==> src/rtl/acrd_pkg.sv <==
`timescale 1ns / 1ps
package acrd_pkg;
	localparam int HISTORY_DEPTH_DEF = 8;
	localparam int ACCEL_W = 16;
	localparam int DIFF_W = 17;
	localparam int SPEED_W = 12;
	localparam int MAG_W = 21;
	localparam int ANGLE_W = 16;
	localparam int THR_W = 17;
	localparam int LIM_W = 8;
	localparam int HOLD_W = 8;
	localparam int CFG_IDX_W = 2;
	localparam int CFG_DATA_W = 17;
	localparam int SQ_W = 32;
	localparam int SUMD_W = 34;
	localparam int SUMA_W = 32;
	localparam int RAD_W = 48;
	localparam int ROOT_W = 24;
	localparam int REM_W = 26;
	localparam int ROOT_CNT_W = 5;
	localparam int CORDIC_STEPS = 18;
	localparam int CORDIC_W = 28;
	localparam int ZACC_W = 26;
	localparam int ATAN_W = 23;
	localparam int STEP_W = 5;
	localparam int FIFO_DEPTH = 2;
	localparam int ANOMALY_RATIO = 3;

	localparam logic [THR_W-1:0] THR_RESET = '0;
	localparam logic [LIM_W-1:0] LIM_RESET = 8'd45;
	localparam logic [HOLD_W-1:0] RELOAD_RESET = 8'd75;
	localparam logic [HOLD_W-1:0] HOLD_RESET = 8'd2;
	localparam logic [SPEED_W-1:0] SPEED_VETO = 12'd500;
	localparam logic signed [ANGLE_W:0] ANGLE_MAX = 17'sd23040;
	localparam logic signed [ZACC_W-1:0] ANGLE_ROUND = 26'sd256;

	typedef enum logic [CFG_IDX_W-1:0] {
		CFG_THRESHOLD  = 2'd0,
		CFG_ROLL_LIMIT = 2'd1,
		CFG_HOLDOFF    = 2'd2
	} cfg_reg_t;

	typedef struct packed {
		logic [THR_W-1:0]  threshold;
		logic [LIM_W-1:0]  roll_limit;
		logic [HOLD_W-1:0] reload;
	} acrd_cfg_t;

	typedef struct packed {
		logic [DIFF_W-1:0]  dx;
		logic [DIFF_W-1:0]  dy;
		logic [DIFF_W-1:0]  dz;
		logic [ACCEL_W-1:0] ax;
		logic [ACCEL_W-1:0] ay;
		logic [ACCEL_W-1:0] az;
		logic [SPEED_W-1:0] speed;
	} acrd_job_t;

	typedef struct packed {
		logic               evaluated;
		logic               impact;
		logic [MAG_W-1:0]   magnitude;
		logic [ANGLE_W-1:0] roll;
		logic [ANGLE_W-1:0] pitch;
		logic               rollover;
	} acrd_result_t;

	typedef enum logic [2:0] {
		BK_IDLE,
		BK_SQUARE,
		BK_ROOT_GO,
		BK_ROOT,
		BK_ROT_GO,
		BK_ROTATE,
		BK_DONE
	} bk_state_t;

	// arctangent of 2^-i in degrees, 16 fraction bits
	function automatic logic [ATAN_W-1:0] atan_deg(input logic [STEP_W-1:0] i);
		logic [ATAN_W-1:0] r;
		unique case (i)
			5'd0:    r = 23'd2949120;
			5'd1:    r = 23'd1740967;
			5'd2:    r = 23'd919879;
			5'd3:    r = 23'd466945;
			5'd4:    r = 23'd234379;
			5'd5:    r = 23'd117304;
			5'd6:    r = 23'd58666;
			5'd7:    r = 23'd29335;
			5'd8:    r = 23'd14668;
			5'd9:    r = 23'd7334;
			5'd10:   r = 23'd3667;
			5'd11:   r = 23'd1833;
			5'd12:   r = 23'd917;
			5'd13:   r = 23'd458;
			5'd14:   r = 23'd229;
			5'd15:   r = 23'd115;
			5'd16:   r = 23'd57;
			5'd17:   r = 23'd29;
			default: r = '0;
		endcase
		return r;
	endfunction
endpackage

==> src/rtl/acrd_fifo.sv <==
`timescale 1ns / 1ps
module acrd_fifo (
	input  logic              clk,
	input  logic              arst_n,
	input  logic              push,
	input  acrd_pkg::acrd_job_t push_job,
	output logic              full,
	input  logic              pop,
	output acrd_pkg::acrd_job_t pop_job,
	output logic              empty
);
	import acrd_pkg::*;

	localparam int PW = (FIFO_DEPTH > 1) ? $clog2(FIFO_DEPTH) : 1;

	acrd_job_t        mem_q [FIFO_DEPTH];
	logic [PW-1:0]    wr_ptr_q, rd_ptr_q;
	logic [PW:0]      cnt_q;

	assign full    = (cnt_q == (PW+1)'(FIFO_DEPTH));
	assign empty   = (cnt_q == '0);
	assign pop_job = mem_q[rd_ptr_q];

	// entry storage
	always_ff @(posedge clk) begin
		if (push) begin
			mem_q[wr_ptr_q] <= push_job;
		end
	end

	// pointers and fill count
	always_ff @(posedge clk or negedge arst_n) begin
		if (!arst_n) begin
			wr_ptr_q <= '0;
			rd_ptr_q <= '0;
			cnt_q    <= '0;
		end else begin
			if (push) begin
				wr_ptr_q <= (wr_ptr_q == PW'(FIFO_DEPTH-1)) ? '0 : wr_ptr_q + 1'b1;
			end
			if (pop) begin
				rd_ptr_q <= (rd_ptr_q == PW'(FIFO_DEPTH-1)) ? '0 : rd_ptr_q + 1'b1;
			end
			if (push && !pop) begin
				cnt_q <= cnt_q + 1'b1;
			end else if (pop && !push) begin
				cnt_q <= cnt_q - 1'b1;
			end
		end
	end
endmodule

==> src/rtl/acrd_front.sv <==
`timescale 1ns / 1ps
module acrd_front (
	input  logic                         clk,
	input  logic                         arst_n,
	input  logic                         in_valid,
	output logic                         in_stall,
	input  logic [acrd_pkg::ACCEL_W-1:0] accel_x,
	input  logic [acrd_pkg::ACCEL_W-1:0] accel_y,
	input  logic [acrd_pkg::ACCEL_W-1:0] accel_z,
	input  logic [acrd_pkg::SPEED_W-1:0] speed_tenths_kmph,
	input  logic                         q_full,
	output logic                         push,
	output acrd_pkg::acrd_job_t          push_job
);
	import acrd_pkg::*;

	logic [ACCEL_W-1:0] prev_x_q, prev_y_q, prev_z_q;

	assign in_stall = q_full;
	assign push     = in_valid && !q_full;

	// per-axis difference to the previous sample
	always_comb begin
		push_job.dx    = {accel_x[ACCEL_W-1], accel_x} - {prev_x_q[ACCEL_W-1], prev_x_q};
		push_job.dy    = {accel_y[ACCEL_W-1], accel_y} - {prev_y_q[ACCEL_W-1], prev_y_q};
		push_job.dz    = {accel_z[ACCEL_W-1], accel_z} - {prev_z_q[ACCEL_W-1], prev_z_q};
		push_job.ax    = accel_x;
		push_job.ay    = accel_y;
		push_job.az    = accel_z;
		push_job.speed = speed_tenths_kmph;
	end

	// previous sample, updated on every transfer
	always_ff @(posedge clk or negedge arst_n) begin
		if (!arst_n) begin
			prev_x_q <= '0;
			prev_y_q <= '0;
			prev_z_q <= '0;
		end else if (push) begin
			prev_x_q <= accel_x;
			prev_y_q <= accel_y;
			prev_z_q <= accel_z;
		end
	end
endmodule

==> src/rtl/acrd_sqrt.sv <==
`timescale 1ns / 1ps
module acrd_sqrt (
	input  logic                        clk,
	input  logic                        arst_n,
	input  logic                        start,
	input  logic [acrd_pkg::RAD_W-1:0]  radicand,
	output logic                        done,
	output logic [acrd_pkg::ROOT_W-1:0] root
);
	import acrd_pkg::*;

	logic [RAD_W-1:0]      rad_q;
	logic [REM_W-1:0]      rem_q;
	logic [ROOT_W-1:0]     root_q;
	logic [ROOT_CNT_W-1:0] cnt_q;
	logic                  busy_q, done_q;
	logic [REM_W+1:0]      rem_sh, trial, rem_nx;
	logic                  ge;

	assign root = root_q;
	assign done = done_q;

	// one result bit per cycle
	always_comb begin
		rem_sh = {rem_q, rad_q[RAD_W-1 -: 2]};
		trial  = {2'b00, root_q, 2'b01};
		ge     = (rem_sh >= trial);
		rem_nx = ge ? (rem_sh - trial) : rem_sh;
	end

	// datapath
	always_ff @(posedge clk) begin
		if (start) begin
			rad_q  <= radicand;
			rem_q  <= '0;
			root_q <= '0;
		end else if (busy_q) begin
			rad_q  <= {rad_q[RAD_W-3:0], 2'b00};
			rem_q  <= rem_nx[REM_W-1:0];
			root_q <= {root_q[ROOT_W-2:0], ge};
		end
	end

	// step counter
	always_ff @(posedge clk or negedge arst_n) begin
		if (!arst_n) begin
			cnt_q  <= '0;
			busy_q <= 1'b0;
			done_q <= 1'b0;
		end else begin
			done_q <= busy_q && (cnt_q == ROOT_CNT_W'(ROOT_W-1));
			if (start) begin
				cnt_q  <= '0;
				busy_q <= 1'b1;
			end else if (busy_q) begin
				cnt_q <= cnt_q + 1'b1;
				if (cnt_q == ROOT_CNT_W'(ROOT_W-1)) begin
					busy_q <= 1'b0;
				end
			end
		end
	end
endmodule

==> src/rtl/acrd_cordic.sv <==
`timescale 1ns / 1ps
module acrd_cordic (
	input  logic                         clk,
	input  logic                         arst_n,
	input  logic                         start,
	input  logic [acrd_pkg::ROOT_W-1:0]  x0,
	input  logic [acrd_pkg::DIFF_W-1:0]  num,
	output logic                         done,
	output logic [acrd_pkg::ANGLE_W-1:0] angle
);
	import acrd_pkg::*;

	logic signed [CORDIC_W-1:0] x_q, y_q, xs, ys;
	logic signed [ZACC_W-1:0]   z_q, step_ang, z_rnd;
	logic signed [ANGLE_W:0]    a_full;
	logic [STEP_W-1:0]          i_q;
	logic                       busy_q, done_q;

	assign done = done_q;

	// shifted operands and table angle for this step
	always_comb begin
		xs       = x_q >>> i_q;
		ys       = y_q >>> i_q;
		step_ang = $signed({{(ZACC_W-ATAN_W){1'b0}}, atan_deg(i_q)});
	end

	// round to 7 fraction bits and clamp
	always_comb begin
		z_rnd  = z_q + ANGLE_ROUND;
		a_full = z_rnd[ZACC_W-1:9];
		if (a_full > ANGLE_MAX) begin
			angle = ANGLE_MAX[ANGLE_W-1:0];
		end else if (a_full < -ANGLE_MAX) begin
			angle = ANGLE_W'(-ANGLE_MAX);
		end else begin
			angle = a_full[ANGLE_W-1:0];
		end
	end

	// vectoring rotations
	always_ff @(posedge clk) begin
		if (start) begin
			x_q <= $signed({{(CORDIC_W-ROOT_W){1'b0}}, x0});
			y_q <= $signed({{(CORDIC_W-DIFF_W-8){num[DIFF_W-1]}}, num, 8'd0});
			z_q <= '0;
		end else if (busy_q) begin
			if (y_q > 0) begin
				x_q <= x_q + ys;
				y_q <= y_q - xs;
				z_q <= z_q + step_ang;
			end else begin
				x_q <= x_q - ys;
				y_q <= y_q + xs;
				z_q <= z_q - step_ang;
			end
		end
	end

	// iteration counter
	always_ff @(posedge clk or negedge arst_n) begin
		if (!arst_n) begin
			i_q    <= '0;
			busy_q <= 1'b0;
			done_q <= 1'b0;
		end else begin
			done_q <= busy_q && (i_q == STEP_W'(CORDIC_STEPS-1));
			if (start) begin
				i_q    <= '0;
				busy_q <= 1'b1;
			end else if (busy_q) begin
				i_q <= i_q + 1'b1;
				if (i_q == STEP_W'(CORDIC_STEPS-1)) begin
					busy_q <= 1'b0;
				end
			end
		end
	end
endmodule

==> src/rtl/acrd_back.sv <==
`timescale 1ns / 1ps
module acrd_back #(
	parameter int HISTORY_DEPTH = acrd_pkg::HISTORY_DEPTH_DEF
) (
	input  logic                  clk,
	input  logic                  arst_n,
	input  acrd_pkg::acrd_cfg_t   cfg,
	input  logic                  q_empty,
	output logic                  pop,
	input  acrd_pkg::acrd_job_t   job,
	output logic                  out_valid,
	input  logic                  out_stall,
	output acrd_pkg::acrd_result_t result
);
	import acrd_pkg::*;

	localparam int PTR_W = (HISTORY_DEPTH > 1) ? $clog2(HISTORY_DEPTH) : 1;
	localparam int SUM_W = MAG_W + $clog2(HISTORY_DEPTH);
	localparam int CMP_W = SUM_W + 2;

	bk_state_t state_q, state_d;

	acrd_job_t          job_q;
	logic               skip_q;
	logic [2:0]         cnt_q;
	logic [SQ_W-1:0]    prod_s1;
	logic [SUMD_W-1:0]  sumd_q;
	logic [SUMA_W-1:0]  sumr_q, sump_q;
	logic [HOLD_W-1:0]  hold_q, hold_dec;
	logic [MAG_W-1:0]   mag_q;
	logic [ANGLE_W-1:0] roll_q, pitch_q;

	logic [MAG_W-1:0]   ring_mem [HISTORY_DEPTH];
	logic [HISTORY_DEPTH-1:0] ring_vld_q;
	logic [MAG_W-1:0]   rd_data_q;
	logic               rd_vld_q;
	logic [PTR_W-1:0]   ptr_q;
	logic [SUM_W-1:0]   sum_q;
	logic [MAG_W-1:0]   old_mag;

	logic               out_valid_q;
	acrd_result_t       res_q, res_d;

	logic               sqrt_start, cordic_start, load_out, out_free;
	logic               mag_done, roll_sq_done, pitch_sq_done, roll_done, pitch_done;
	logic               root_done, rot_done;
	logic [ROOT_W-1:0]  mag_root, roll_root, pitch_root;
	logic [ANGLE_W-1:0] roll_ang, pitch_ang;

	logic signed [DIFF_W-1:0]   sq_op;
	logic signed [2*DIFF_W-1:0] sq_prod;
	logic               high_g, anomaly, impact;
	logic [CMP_W-1:0]   mag_scaled, sum_scaled;
	logic [ANGLE_W-1:0] abs_roll, abs_pitch;
	logic [ANGLE_W-1:0] lim_q7;
	logic [DIFF_W-1:0]  pitch_num;

	assign out_valid = out_valid_q;
	assign result    = res_q;
	assign out_free  = !out_valid_q || !out_stall;
	assign hold_dec  = (hold_q != '0) ? hold_q - 1'b1 : '0;
	assign pitch_num = -{job_q.ax[ACCEL_W-1], job_q.ax};

	// all three roots finish together, both angles too
	assign root_done = mag_done && roll_sq_done && pitch_sq_done;
	assign rot_done  = roll_done && pitch_done;

	// next state
	always_comb begin
		state_d = state_q;
		unique case (state_q)
			BK_IDLE: begin
				if (!q_empty) begin
					state_d = (hold_dec != '0) ? BK_DONE : BK_SQUARE;
				end
			end
			BK_SQUARE: begin
				if (cnt_q == 3'd6) begin
					state_d = BK_ROOT_GO;
				end
			end
			BK_ROOT_GO: state_d = BK_ROOT;
			BK_ROOT: begin
				if (root_done) begin
					state_d = BK_ROT_GO;
				end
			end
			BK_ROT_GO: state_d = BK_ROTATE;
			BK_ROTATE: begin
				if (rot_done) begin
					state_d = BK_DONE;
				end
			end
			BK_DONE: begin
				if (out_free) begin
					state_d = BK_IDLE;
				end
			end
			default: state_d = BK_IDLE;
		endcase
	end

	// sequencer outputs
	always_comb begin
		pop          = (state_q == BK_IDLE) && !q_empty;
		sqrt_start   = (state_q == BK_ROOT_GO);
		cordic_start = (state_q == BK_ROT_GO);
		load_out     = (state_q == BK_DONE) && out_free;
	end

	always_ff @(posedge clk or negedge arst_n) begin
		if (!arst_n) begin
			state_q <= BK_IDLE;
		end else begin
			state_q <= state_d;
		end
	end

	// shared squarer
	always_comb begin
		unique case (cnt_q)
			3'd0:    sq_op = $signed(job_q.dx);
			3'd1:    sq_op = $signed(job_q.dy);
			3'd2:    sq_op = $signed(job_q.dz);
			3'd3:    sq_op = $signed({job_q.ax[ACCEL_W-1], job_q.ax});
			3'd4:    sq_op = $signed({job_q.ay[ACCEL_W-1], job_q.ay});
			3'd5:    sq_op = $signed({job_q.az[ACCEL_W-1], job_q.az});
			default: sq_op = '0;
		endcase
		sq_prod = sq_op * sq_op;
	end

	// job capture, square accumulation, captured results
	always_ff @(posedge clk) begin
		if (pop) begin
			job_q  <= job;
			sumd_q <= '0;
			sumr_q <= '0;
			sump_q <= '0;
		end
		prod_s1 <= sq_prod[SQ_W-1:0];
		if (state_q == BK_SQUARE && cnt_q != 3'd0) begin
			unique case (cnt_q)
				3'd1, 3'd2, 3'd3: sumd_q <= sumd_q + SUMD_W'(prod_s1);
				3'd4: sumr_q <= sumr_q + prod_s1;
				3'd5: sump_q <= sump_q + prod_s1;
				3'd6: begin
					sumr_q <= sumr_q + prod_s1;
					sump_q <= sump_q + prod_s1;
				end
				default: sumd_q <= sumd_q;
			endcase
		end
		if (state_q == BK_ROOT && root_done) begin
			mag_q <= mag_root[MAG_W-1:0];
		end
		if (state_q == BK_ROTATE && rot_done) begin
			roll_q  <= (job_q.ay == '0) ? '0 : roll_ang;
			pitch_q <= (job_q.ax == '0) ? '0 : pitch_ang;
		end
		if (load_out) begin
			res_q <= res_d;
		end
	end

	// control registers
	always_ff @(posedge clk or negedge arst_n) begin
		if (!arst_n) begin
			cnt_q       <= '0;
			skip_q      <= 1'b0;
			hold_q      <= HOLD_RESET;
			out_valid_q <= 1'b0;
		end else begin
			if (pop) begin
				cnt_q  <= '0;
				skip_q <= (hold_dec != '0);
				hold_q <= hold_dec;
			end else if (state_q == BK_SQUARE) begin
				cnt_q <= cnt_q + 1'b1;
			end
			if (load_out && !skip_q && impact) begin
				hold_q <= cfg.reload;
			end
			if (load_out) begin
				out_valid_q <= 1'b1;
			end else if (!out_stall) begin
				out_valid_q <= 1'b0;
			end
		end
	end

	// magnitude ring, read every cycle at the write pointer
	always_ff @(posedge clk) begin
		rd_data_q <= ring_mem[ptr_q];
		if (cordic_start) begin
			ring_mem[ptr_q] <= mag_q;
		end
	end

	assign old_mag = rd_vld_q ? rd_data_q : '0;

	always_ff @(posedge clk or negedge arst_n) begin
		if (!arst_n) begin
			ring_vld_q <= '0;
			rd_vld_q   <= 1'b0;
			ptr_q      <= '0;
			sum_q      <= '0;
		end else begin
			rd_vld_q <= ring_vld_q[ptr_q];
			if (cordic_start) begin
				ring_vld_q[ptr_q] <= 1'b1;
				sum_q <= sum_q - SUM_W'(old_mag) + SUM_W'(mag_q);
				ptr_q <= (ptr_q == PTR_W'(HISTORY_DEPTH-1)) ? '0 : ptr_q + 1'b1;
			end
		end
	end

	// impact and rollover decision
	always_comb begin
		mag_scaled = CMP_W'(mag_q) * CMP_W'(HISTORY_DEPTH);
		sum_scaled = CMP_W'(sum_q) * CMP_W'(ANOMALY_RATIO);
		high_g     = (mag_q >= {cfg.threshold, 4'd0});
		anomaly    = (mag_scaled > sum_scaled);
		impact     = high_g && anomaly && (job_q.speed <= SPEED_VETO);
		abs_roll   = roll_q[ANGLE_W-1] ? -roll_q : roll_q;
		abs_pitch  = pitch_q[ANGLE_W-1] ? -pitch_q : pitch_q;
		lim_q7     = {1'b0, cfg.roll_limit, 7'd0};
		if (skip_q) begin
			res_d = '0;
		end else begin
			res_d.evaluated = 1'b1;
			res_d.impact    = impact;
			res_d.magnitude = impact ? mag_q : '0;
			res_d.roll      = roll_q;
			res_d.pitch     = pitch_q;
			res_d.rollover  = (abs_roll > lim_q7) || (abs_pitch > lim_q7);
		end
	end

	// root units run side by side
	acrd_sqrt u_sqrt_mag (
		.clk      (clk),
		.arst_n   (arst_n),
		.start    (sqrt_start),
		.radicand ({6'd0, sumd_q, 8'd0}),
		.done     (mag_done),
		.root     (mag_root)
	);

	acrd_sqrt u_sqrt_roll (
		.clk      (clk),
		.arst_n   (arst_n),
		.start    (sqrt_start),
		.radicand ({sumr_q, 16'd0}),
		.done     (roll_sq_done),
		.root     (roll_root)
	);

	acrd_sqrt u_sqrt_pitch (
		.clk      (clk),
		.arst_n   (arst_n),
		.start    (sqrt_start),
		.radicand ({sump_q, 16'd0}),
		.done     (pitch_sq_done),
		.root     (pitch_root)
	);

	// angle units, roll and pitch in parallel
	acrd_cordic u_cordic_roll (
		.clk    (clk),
		.arst_n (arst_n),
		.start  (cordic_start),
		.x0     (roll_root),
		.num    ({job_q.ay[ACCEL_W-1], job_q.ay}),
		.done   (roll_done),
		.angle  (roll_ang)
	);

	acrd_cordic u_cordic_pitch (
		.clk    (clk),
		.arst_n (arst_n),
		.start  (cordic_start),
		.x0     (pitch_root),
		.num    (pitch_num),
		.done   (pitch_done),
		.angle  (pitch_ang)
	);
endmodule

==> src/rtl/accel_crash_rollover_detector_unit.sv <==
`timescale 1ns / 1ps
// Impact and rollover detector for a three-axis accelerometer.
// Input channel: in_valid / in_stall with accel_x, accel_y, accel_z and
// speed_tenths_kmph; a sample transfers when in_valid is high and in_stall low.
// Output channel: out_valid / out_stall with one result per sample, in order.
// Configuration: write cfg_data to register cfg_index while cfg_we is high
// (0 impact threshold, 1 rollover limit, 2 hold-off reload); only when idle.
// A front stage takes samples, forms the differences to the previous sample
// and queues them two deep; the back stage works on one sample at a time.
// An evaluated sample passes through squaring on one shared multiplier,
// the bit-serial square root units, the CORDIC iterations and the
// hand-off states. A sample swallowed by hold-off skips straight to the
// result. The back stage pops the next sample only after the last result
// has been loaded into the output register.
// Reset clears the previous sample, the magnitude history and the ring sum,
// sets the hold-off count to 2 and the registers to their defaults.
// While out_stall is high the result holds; the back stage may finish the
// next sample meanwhile, then the queue fills and in_stall rises.
module accel_crash_rollover_detector_unit #(
	parameter int HISTORY_DEPTH = acrd_pkg::HISTORY_DEPTH_DEF
) (
	input  logic                            clk,
	input  logic                            arst_n,
	input  logic                            in_valid,
	output logic                            in_stall,
	input  logic [acrd_pkg::ACCEL_W-1:0]    accel_x,
	input  logic [acrd_pkg::ACCEL_W-1:0]    accel_y,
	input  logic [acrd_pkg::ACCEL_W-1:0]    accel_z,
	input  logic [acrd_pkg::SPEED_W-1:0]    speed_tenths_kmph,
	output logic                            out_valid,
	input  logic                            out_stall,
	output logic                            evaluated,
	output logic                            crash_hit,
	output logic [acrd_pkg::MAG_W-1:0]      crash_mag,
	output logic [acrd_pkg::ANGLE_W-1:0]    roll_deg,
	output logic [acrd_pkg::ANGLE_W-1:0]    pitch_deg,
	output logic                            flip_hit,
	input  logic                            cfg_we,
	input  logic [acrd_pkg::CFG_IDX_W-1:0]  cfg_index,
	input  logic [acrd_pkg::CFG_DATA_W-1:0] cfg_data
);
	import acrd_pkg::*;

	acrd_cfg_t    cfg_q;
	acrd_job_t    push_job, pop_job;
	acrd_result_t result;
	logic         push, pop, q_full, q_empty;

	// configuration registers
	always_ff @(posedge clk or negedge arst_n) begin
		if (!arst_n) begin
			cfg_q.threshold  <= THR_RESET;
			cfg_q.roll_limit <= LIM_RESET;
			cfg_q.reload     <= RELOAD_RESET;
		end else if (cfg_we) begin
			unique case (cfg_reg_t'(cfg_index))
				CFG_THRESHOLD:  cfg_q.threshold  <= cfg_data;
				CFG_ROLL_LIMIT: cfg_q.roll_limit <= cfg_data[LIM_W-1:0];
				CFG_HOLDOFF:    cfg_q.reload     <= cfg_data[HOLD_W-1:0];
				default:        cfg_q <= cfg_q;
			endcase
		end
	end

	acrd_front u_front (
		.clk               (clk),
		.arst_n            (arst_n),
		.in_valid          (in_valid),
		.in_stall          (in_stall),
		.accel_x           (accel_x),
		.accel_y           (accel_y),
		.accel_z           (accel_z),
		.speed_tenths_kmph (speed_tenths_kmph),
		.q_full            (q_full),
		.push              (push),
		.push_job          (push_job)
	);

	acrd_fifo u_fifo (
		.clk      (clk),
		.arst_n   (arst_n),
		.push     (push),
		.push_job (push_job),
		.full     (q_full),
		.pop      (pop),
		.pop_job  (pop_job),
		.empty    (q_empty)
	);

	acrd_back #(
		.HISTORY_DEPTH (HISTORY_DEPTH)
	) u_back (
		.clk       (clk),
		.arst_n    (arst_n),
		.cfg       (cfg_q),
		.q_empty   (q_empty),
		.pop       (pop),
		.job       (pop_job),
		.out_valid (out_valid),
		.out_stall (out_stall),
		.result    (result)
	);

	assign evaluated = result.evaluated;
	assign crash_hit = result.impact;
	assign crash_mag = result.magnitude;
	assign roll_deg  = result.roll;
	assign pitch_deg = result.pitch;
	assign flip_hit  = result.rollover;
endmodule

==> config.mk <==
export PLATFORM = sky130hd
export DESIGN_NAME = accel_crash_rollover_detector_unit
export DESIGN_NICKNAME = d
export VERILOG_FILES = /design/src/rtl/acrd_pkg.sv /design/src/rtl/acrd_fifo.sv /design/src/rtl/acrd_front.sv /design/src/rtl/acrd_sqrt.sv /design/src/rtl/acrd_cordic.sv /design/src/rtl/acrd_back.sv /design/src/rtl/accel_crash_rollover_detector_unit.sv
export SDC_FILE = /design/constraint.sdc
export NUM_CORES = 2
export LEC_CHECK = 0
export BUFFER_PORTS_ARGS = -buffer_cell sky130_fd_sc_hd__buf_2
export CAP_MARGIN = 20
export CORE_UTILIZATION = 40
export CTS_BUF_LIST = sky130_fd_sc_hd__clkbuf_4 sky130_fd_sc_hd__clkbuf_8
export CTS_CLUSTER_DIAMETER = 200
export DETAILED_ROUTE_END_ITERATION = 12
export HOLD_SLACK_MARGIN = 0.02
export SYNTH_ARGS = -nofsm -noshare
export SYNTH_HDL_FRONTEND = slang
export SYNTH_SLANG_ARGS = --single-unit
==> constraint.sdc <==
create_clock -name clk -period 7.9 [get_ports clk]
set_input_delay 0.395 -clock clk [delete_from_list [all_inputs] [get_ports clk]]
set_output_delay 0.395 -clock clk [all_outputs]
set_load 0.01 [all_outputs]
; Yosys cells after proc, flatten, opt, wreduce, memory -nomap -nowiden
; Memory sizes are Yosys's and may differ from the RTL's. A register that Yosys moved wholly into a read port is not among the register bits.
; Cells that the tools add are included.
[totals]
register_bits = 829
latch_bits = 0
ramBits = 390
mem_bits_ro = 1408
in_bits = 84
output_inout_bits = 58
word_cells = 320
mem_count = 4
[classes]
addsub = 40
n_mul = 2
div = 0
order_cmp = 16
eq_ne = 28
n_shift = 4
muxes = 94
bitwise_logic = 2
reduce_logical = 60
[mem_list]
columns = name, words, width, read_ports, rd_clocked_by_memory_dff, wr, line
row1 = (no name shown), 32, 22, 1, 0, 0, acrd_pkg.sv:81  ; unique case (i)
row2 = (no name shown), 32, 22, 1, 0, 0, acrd_pkg.sv:81
row3 = u_fifo.mem_q, 2, 111, 1, 1, 1, acrd_fifo.sv:16  ; acrd_job_t mem_q [FIFO_DEPTH];
row4 = u_back.ring_mem, 8, 21, 1, 1, 1, acrd_back.sv:33  ; logic [MAG_W-1:0] ring_mem [HISTORY_DEPTH];
[op_table]
columns = cell, count
row1 = $mux W28, 8
row2 = $mux W32, 6
row3 = $mux W48, 4
row4 = $mux W26, 5
row5 = $add A28 B28 Y28, 4
row6 = $sshr A28 B5 Y28, 4
row7 = $sub A28 B28 Y28, 4
row8 = $pmux W17 S6, 1
row9 = $mux W24, 4
row10 = $ge A28 B26 Y1, 3
row11 = $mux W42, 2
row12 = $sub A26 B26 Y26, 3
row13 = $mux W34, 2
row14 = $pmux W34 S2, 1
row15 = $add A32 B32 Y32, 2
row16 = $mux W16, 4
row17 = $gt A28 B1 Y1 const B, 2
row18 = $mux W56, 1
row19 = $add A26 B10 Y26 const B, 2
row20 = $add A26 B24 Y26, 2
row21 = $sub A26 B24 Y26, 2
row22 = $sub A16 B16 Y17, 3
row23 = $mux W5, 10
row24 = $mux W21, 2
row25 = other kinds (53), 165

; Depth between registers and ports, before layout
[logic_depth]
ltp_word = 7
mapped_depth = 34
mapped_depth_nobuf = 31

; Cells and area by module
; A second synthesis with hierarchy kept.
[hier_totals]
cells_unflattened = 9664
area_unflattened_um2 = 97922.7
[by_module_without_submodules]
columns = module, instances, cells_per_inst, area_each_um2, seq_area_each_um2
row1 = acrd_back, 1, 3700, 39397.8, 16296.9
row2 = acrd_sqrt, 3, 559, 5763.0, 2617.5
row3 = acrd_cordic at u_back.u_cordic_pitch, 1, 1647, 13749.4, 2257.2
row4 = acrd_cordic at u_back.u_cordic_roll, 1, 1650, 13491.7, 2257.2
row5 = acrd_fifo, 1, 361, 8215.4, 6766.5
row6 = acrd_front, 1, 559, 4526.8, 1201.2
row7 = accel_crash_rollover_detector_unit, 1, 70, 1252.5, 835.8

; Worst setup path before layout
; Ideal clock, no wire load.
[synth_path]
path_type = register -> register
start = register u_back.cnt_q[0]
end = register u_back.prod_s1[31]
setup_ps = 72
t_arrival_ps = 8117
required_time_ps = 7828
path_slack_ps = -289
stages_incl_launch_ff = 31
n_path_buf = 3
period_less_slack_ps = 8189
path_cell_list = dfrtp_1 inv_1 ha_1 clkbuf_1 a222oi_1 nor2_1 a221oi_1 clkbuf_1 nor2_1 fa_1 inv_1 fa_1 inv_1 fa_1 fa_1 fa_1 inv_1 fa_1 inv_1 ha_1 clkbuf_1 a21o_1 a21o_1 a21o_1 a2111oi_0 nor3_1 nor3b_1 o31ai_1 o21a_1 nor2_1 xnor2_1
[synth_via]
elab_chain_cells = 3
word_cells_on_any_way = 8
cone_classes = mul (1) / eq/ne (5) / mux (1) / reduce/logical (1)
[synth_rtl]
columns = item, line
row1 = start: declaration, acrd_back.sv:25  ; logic [2:0] cnt_q;
row2 = start signal: assignment, acrd_back.sv:179  ; cnt_q <= cnt_q + 1'b1;
row3 = $eq A3 B3 Y1 (tied with other cells), acrd_back.sv:121  ; unique case (cnt_q)
row4 = $pmux W17 S6 *, acrd_back.sv:121
row5 = $mul A17 B17 Y32 *, acrd_back.sv:130  ; sq_prod = sq_op * sq_op;
row6 = net u_back.sq_prod[31], acrd_back.sv:51  ; logic signed [2*DIFF_W-1:0] sq_prod;
row7 = end signal: assignment, acrd_back.sv:141  ; prod_s1 <= sq_prod[SQ_W-1:0];
row8 = end: declaration, acrd_back.sv:26  ; logic [SQ_W-1:0] prod_s1;
; Mark *: on every way through the listed nets, which the timed path passes. The rest lies on a longest branch.
; A chain may end at the register's enable or synchronous reset.

; Worst setup path after layout
; Ends and elaborated chain as after synthesis.

==> impl_metrics.json <==
{
  "grt_start_max_net_pins": 120,
  "globalRoute.totalOverflow": 0,
  "fin_worst_hold_slack_ps": 132,
  "run_status": "finished, final reports clean",
  "power.share.combinational": 0.098,
  "ys.warnings.count": 0,
  "floorplan.die.width_um": 487,
  "gp_routability_congestion": 0.976,
  "floorplan.die.height_um": 487,
  "cap_viol_max_count": 0,
  "tritoncts_num_sinks": 1350,
  "asyncSetResetFlopFracSynth": 0.127,
  "dominant_combinational_cell_family_by_area_after_synthesis": "compound AO/OA/AOI/OAI gates",
  "tightest_slew_ps": 1110,
  "drtPass1Iterations": 8,
  "viasPerCell": 5.57,
  "edff_count_synth": 830,
  "io_pins": 142,
  "drive_gt1_frac": 0.123,
  "synth_sequential_area_ratio": 0.386,
  "via_count_of_the_first_global_routing_pass": 72781,
  "routed_wirelength_um": 271000,
  "min_cycle_time_layout_ps": 7590,
  "post_synth_inst_count": 9574,
  "clkSlewWorstSetupHoldPaths_ps": 60,
  "num-fill-cells": 22135,
  "timing.critical_path.fanout_max": 32,
  "finClkSkew_ps": 66.5,
  "htree_levels": 4,
  "worstHoldPathType": "in -> reg",
  "ys_dominant_reg_cell": "sky130_fd_sc_hd__edfxtp_1",
  "rr_worst_depth": 29,
  "final_hold_violation_count": 0,
  "mappedNetlistNets": 10541,
  "row_count": 177,
  "setup_viol": 0,
  "synthAdderAreaFrac": 0.141,
  "postSynthRegisterBits": 1350,
  "leakage_power_uw": 0.0426,
  "synth.area.mux_share": 0.0780,
  "clock_power_share": 0.415,
  "cts-buffers-inserted": 232,
  "hold_depth": 2,
  "unrepaired_setup_endpoints_after_global_routing": "yes",
  "path_delay_family": "adder cells",
  "synth-xor-area-share": 0.0548,
  "switching_power_share_of_the_total": 0.254,
  "synth-simple-area-share": 0.138,
  "core-area_um2": 233000,
  "drtIter0Drc": 5420,
  "startpoint_type": "flop",
  "via_total_after_detailed_routing": 73584,
  "worst_skew_pair.late_latency_ps": 1030,
  "synth-compound-area-share": 0.153,
  "antenna_found_initial": 13,
  "crit_path_top_delay_cell": "sky130_fd_sc_hd__fa_1",
  "setup_tns_ps": 0,
  "depth_of_the_critical_timing_path_with_buffers_and_inverters_included": 29,
  "setup.worst_path.end_class": "flop",
  "seq_pwr_share": 0.487,
  "design.die.area_um2": 237000,
  "synthDistinctLibCells": 122,
  "cp_data_arrival_time_ps": 8450,
  "grt_use_total": 0.225,
  "port_buffers": 141,
  "drtAntennaViolNets": 0,
  "cellPowerDensity_nw_per_um2": 162,
  "post_drt_wl_per_cell_um": 20.5,
  "cp.buffers_inverters": 9,
  "crit_type": "reg -> reg",
  "cp.required_ps": 8760,
  "floorplan.initialDensity": 0.403,
  "grt_first_pass_wirelength_um": 421000,
  "syn-mean-instance-area_um2": 9.81,
  "rel_slew_slack": 0.261,
  "cts_tree": "yes",
  "finish.net_count": 10825,
  "timing_max_transition_violations_final": 0,
  "p_sw_uw": 4330,
  "vdd.ir_drop.worst_mv": 0.197,
  "post_synth_instance_area_um2": 93900,
  "max_clock_freq_mhz": 132,
  "final_min_period_over_clock_period": 0.961,
  "detailed_place_hpwl_um": 200000,
  "area_growth_syn_to_layout_pct": 12.0,
  "ctsLongestPathBuffers": 3,
  "post-route-drc-count": 0,
  "clock-root-buffer": "sky130_fd_sc_hd__clkbuf_8",
  "power_report.internal_total_uw": 12700,
  "critPathMaxStageDelay_ps": 550
}
final timing paths:
kind / to / from / slack (ps)
min in group asynchronous: u_front.prev_x_q[8]$_DFFE_PN0P_ / arst_n / 530
hold reg to reg: u_back.u_sqrt_pitch.rem_q[25]$_SDFFE_PP0P_ / u_back.u_sqrt_pitch.rem_q[25]$_SDFFE_PP0P_ / 450
max in group asynchronous: u_back.u_sqrt_mag.busy_q$_DFF_PN0_ / arst_n / 6330
setup / recovery: u_back.prod_s1[31]$_DFF_P_ / u_back.cnt_q[0]$_DFFE_PN0P_ / 310
hold / removal: u_fifo.mem_q[0][10]$_DFFE_PP_ / speed_tenths_kmph[10] / 130
setup reg to reg: u_back.prod_s1[31]$_DFF_P_ / u_back.cnt_q[0]$_DFFE_PN0P_ / 310
layout make-up:
| cell class | instances | area, um2 | area share |
|---|---|---|---|
| Antenna cell | 9 | 22.5 | 0.000214 |
| Clock inverter | 115 | 1180 | 0.0112 |
| Multi-Input combinational cell | 7026 | 53200 | 0.506 |
| Timing Repair Buffer | 466 | 3560 | 0.0339 |
| Tap cell | 3132 | 3920 | 0.0373 |
| Sequential cell | 1350 | 36200 | 0.345 |
| Inverter | 782 | 2940 | 0.0280 |
| Clock buffer | 330 | 4100 | 0.0390 |
power by group through the flow:
stage	Sequential [uW]	Combinational, uW	Clock, uW
global route	8340	1880	7560
finish	8310	1680	7080
detailed placement	8450	1610	0
CTS	8310	1680	7270
global placement	8430	1560	0
floorplan	8450	1130	0
what timing repair did:
| item | in CTS | in global routing |
|---|---|---|
| gates resized for setup | 0 | 12 |
| buffers inserted | 0 | 0 |
| hold buffers | 120 | 0 |
| endpoints found under the setup margin | 0 | 11 |
| endpoints found under the hold margin | 456 | 0 |
worst register-to-register path, delay by kind of cell (launching register included):
kind	cells	cell delay [ps]
simple gates	6	940
buf+inv	9	1140
xor+xnor	1	110
compound gates	5	1140
fa+ha+maj	8	3680
flops	1	440
synth_stat cells (85+ instances only):
cell                       number  share of area
sky130_fd_sc_hd__a21o_1       141          0.011
sky130_fd_sc_hd__a21oi_1      528          0.028
sky130_fd_sc_hd__a22oi_1      119         0.0095
sky130_fd_sc_hd__and2_1        85         0.0057
sky130_fd_sc_hd__clkbuf_1     290          0.012
sky130_fd_sc_hd__dfrtp_1      163          0.043
sky130_fd_sc_hd__dfxtp_1      348          0.074
sky130_fd_sc_hd__edfxtp_1     830           0.27
sky130_fd_sc_hd__fa_1         286          0.061
sky130_fd_sc_hd__ha_1         597          0.080
sky130_fd_sc_hd__inv_1        769          0.031
sky130_fd_sc_hd__mux2_2       210          0.025
sky130_fd_sc_hd__mux2i_1      273          0.029
sky130_fd_sc_hd__mux4_2        95          0.023
sky130_fd_sc_hd__nand2_1      908          0.036
sky130_fd_sc_hd__nand2b_1     111         0.0074
sky130_fd_sc_hd__nand3_1      213          0.011
sky130_fd_sc_hd__nand4_1       88         0.0059
sky130_fd_sc_hd__nor2_1       744          0.030
sky130_fd_sc_hd__nor2b_1      119         0.0079
sky130_fd_sc_hd__nor3_1       154         0.0082
sky130_fd_sc_hd__o21a_1        95         0.0076
sky130_fd_sc_hd__o21ai_0      609          0.032
sky130_fd_sc_hd__xnor2_1      355          0.033
sky130_fd_sc_hd__xor2_1       233          0.022
layer usage:
| layer | up-vias | wire, um | track usage |
|---|---|---|---|
| met5 | - | 0 | 0 |
| met4 | 0 | 8140 | 0.0717 |
| met3 | 456 | 14800 | 0.0303 |
| met2 | 2133 | 126000 | 0.370 |
| met1 | 36013 | 122000 | 0.306 |
| li1 | 34982 | - | - |
flip-flops by register name (all words and copies together) (netlist names), 31 cells and up:
signal                     count
cfg_q                         33
u_back.result                 56
u_back.u_sqrt_mag.rad_q       40
u_back.u_sqrt_roll.rad_q      32
u_back.prod_s1                31
u_back.sumr_q                 32
u_back.u_sqrt_pitch.rad_q     32
u_fifo.mem_q                 222
u_back.job_q                 111
u_back.ring_mem              168
u_back.sumd_q                 34
u_back.sump_q                 32
layout by cell type, fill, tap and decap left out, types with 88 or more instances in the layout:
| cell type | Yosys | routed |
|---|---|---|
| sky130_fd_sc_hd__a22oi_1 | 119 | 118 |
| sky130_fd_sc_hd__mux2_2 | 210 | 210 |
| sky130_fd_sc_hd__mux4_2 | 95 | 95 |
| sky130_fd_sc_hd__xnor2_1 | 355 | 355 |
| sky130_fd_sc_hd__a21o_1 | 141 | 141 |
| sky130_fd_sc_hd__clkbuf_8 | 0 | 259 |
| sky130_fd_sc_hd__nor2b_1 | 119 | 119 |
| sky130_fd_sc_hd__o21ai_0 | 609 | 607 |
| sky130_fd_sc_hd__ha_1 | 597 | 596 |
| sky130_fd_sc_hd__a21oi_1 | 528 | 525 |
| sky130_fd_sc_hd__nand4_1 | 88 | 88 |
| sky130_fd_sc_hd__edfxtp_1 | 830 | 830 |
| sky130_fd_sc_hd__nand2b_1 | 111 | 110 |
| sky130_fd_sc_hd__nand2_1 | 908 | 907 |
| sky130_fd_sc_hd__dfxtp_1 | 348 | 348 |
| sky130_fd_sc_hd__mux2i_1 | 273 | 273 |
| sky130_fd_sc_hd__dlygate4sd3_1 | 0 | 119 |
| sky130_fd_sc_hd__o21a_1 | 95 | 95 |
| sky130_fd_sc_hd__buf_2 | 35 | 140 |
| sky130_fd_sc_hd__inv_1 | 769 | 764 |
| sky130_fd_sc_hd__dfrtp_1 | 163 | 148 |
| sky130_fd_sc_hd__nor2_1 | 744 | 739 |
| sky130_fd_sc_hd__fa_1 | 286 | 286 |
| sky130_fd_sc_hd__xor2_1 | 233 | 233 |
| sky130_fd_sc_hd__buf_4 | 6 | 198 |
| sky130_fd_sc_hd__nor3_1 | 154 | 149 |
| sky130_fd_sc_hd__nand3_1 | 213 | 211 |
kinds of logic (layout without fill, tap and decap cells):
kind of cell | after synthesis | in the layout
AOI/OAI and AO/OA | 2230 | 2230
muxes | 584 | 584
adders and majority gates | 885 | 885
xor gates and xnor gates | 588 | 588
DFF | 1350 | 1350
buffers and inverters | 1198 | 1693
and+or+nand+nor | 2739 | 2739
other | 0 | 9
metrics by stage:
step           std cells  instance area (um2)  total power (uW)  utilization  worst slack, ps
2_1_floorplan       9574                93900              9580            -             29.4
3_3_place_gp       12635                98500              9980        0.423              110
3_5_place_dp       12635                98500             10100        0.423             88.8
4_1_cts            13200               105000             17300        0.451             58.1
5_1_grt            13210               105000             17800        0.451            -22.7
6_report           13210               105000             17100        0.451              305
Note: power is estimated with default switching activity, not from simulation.
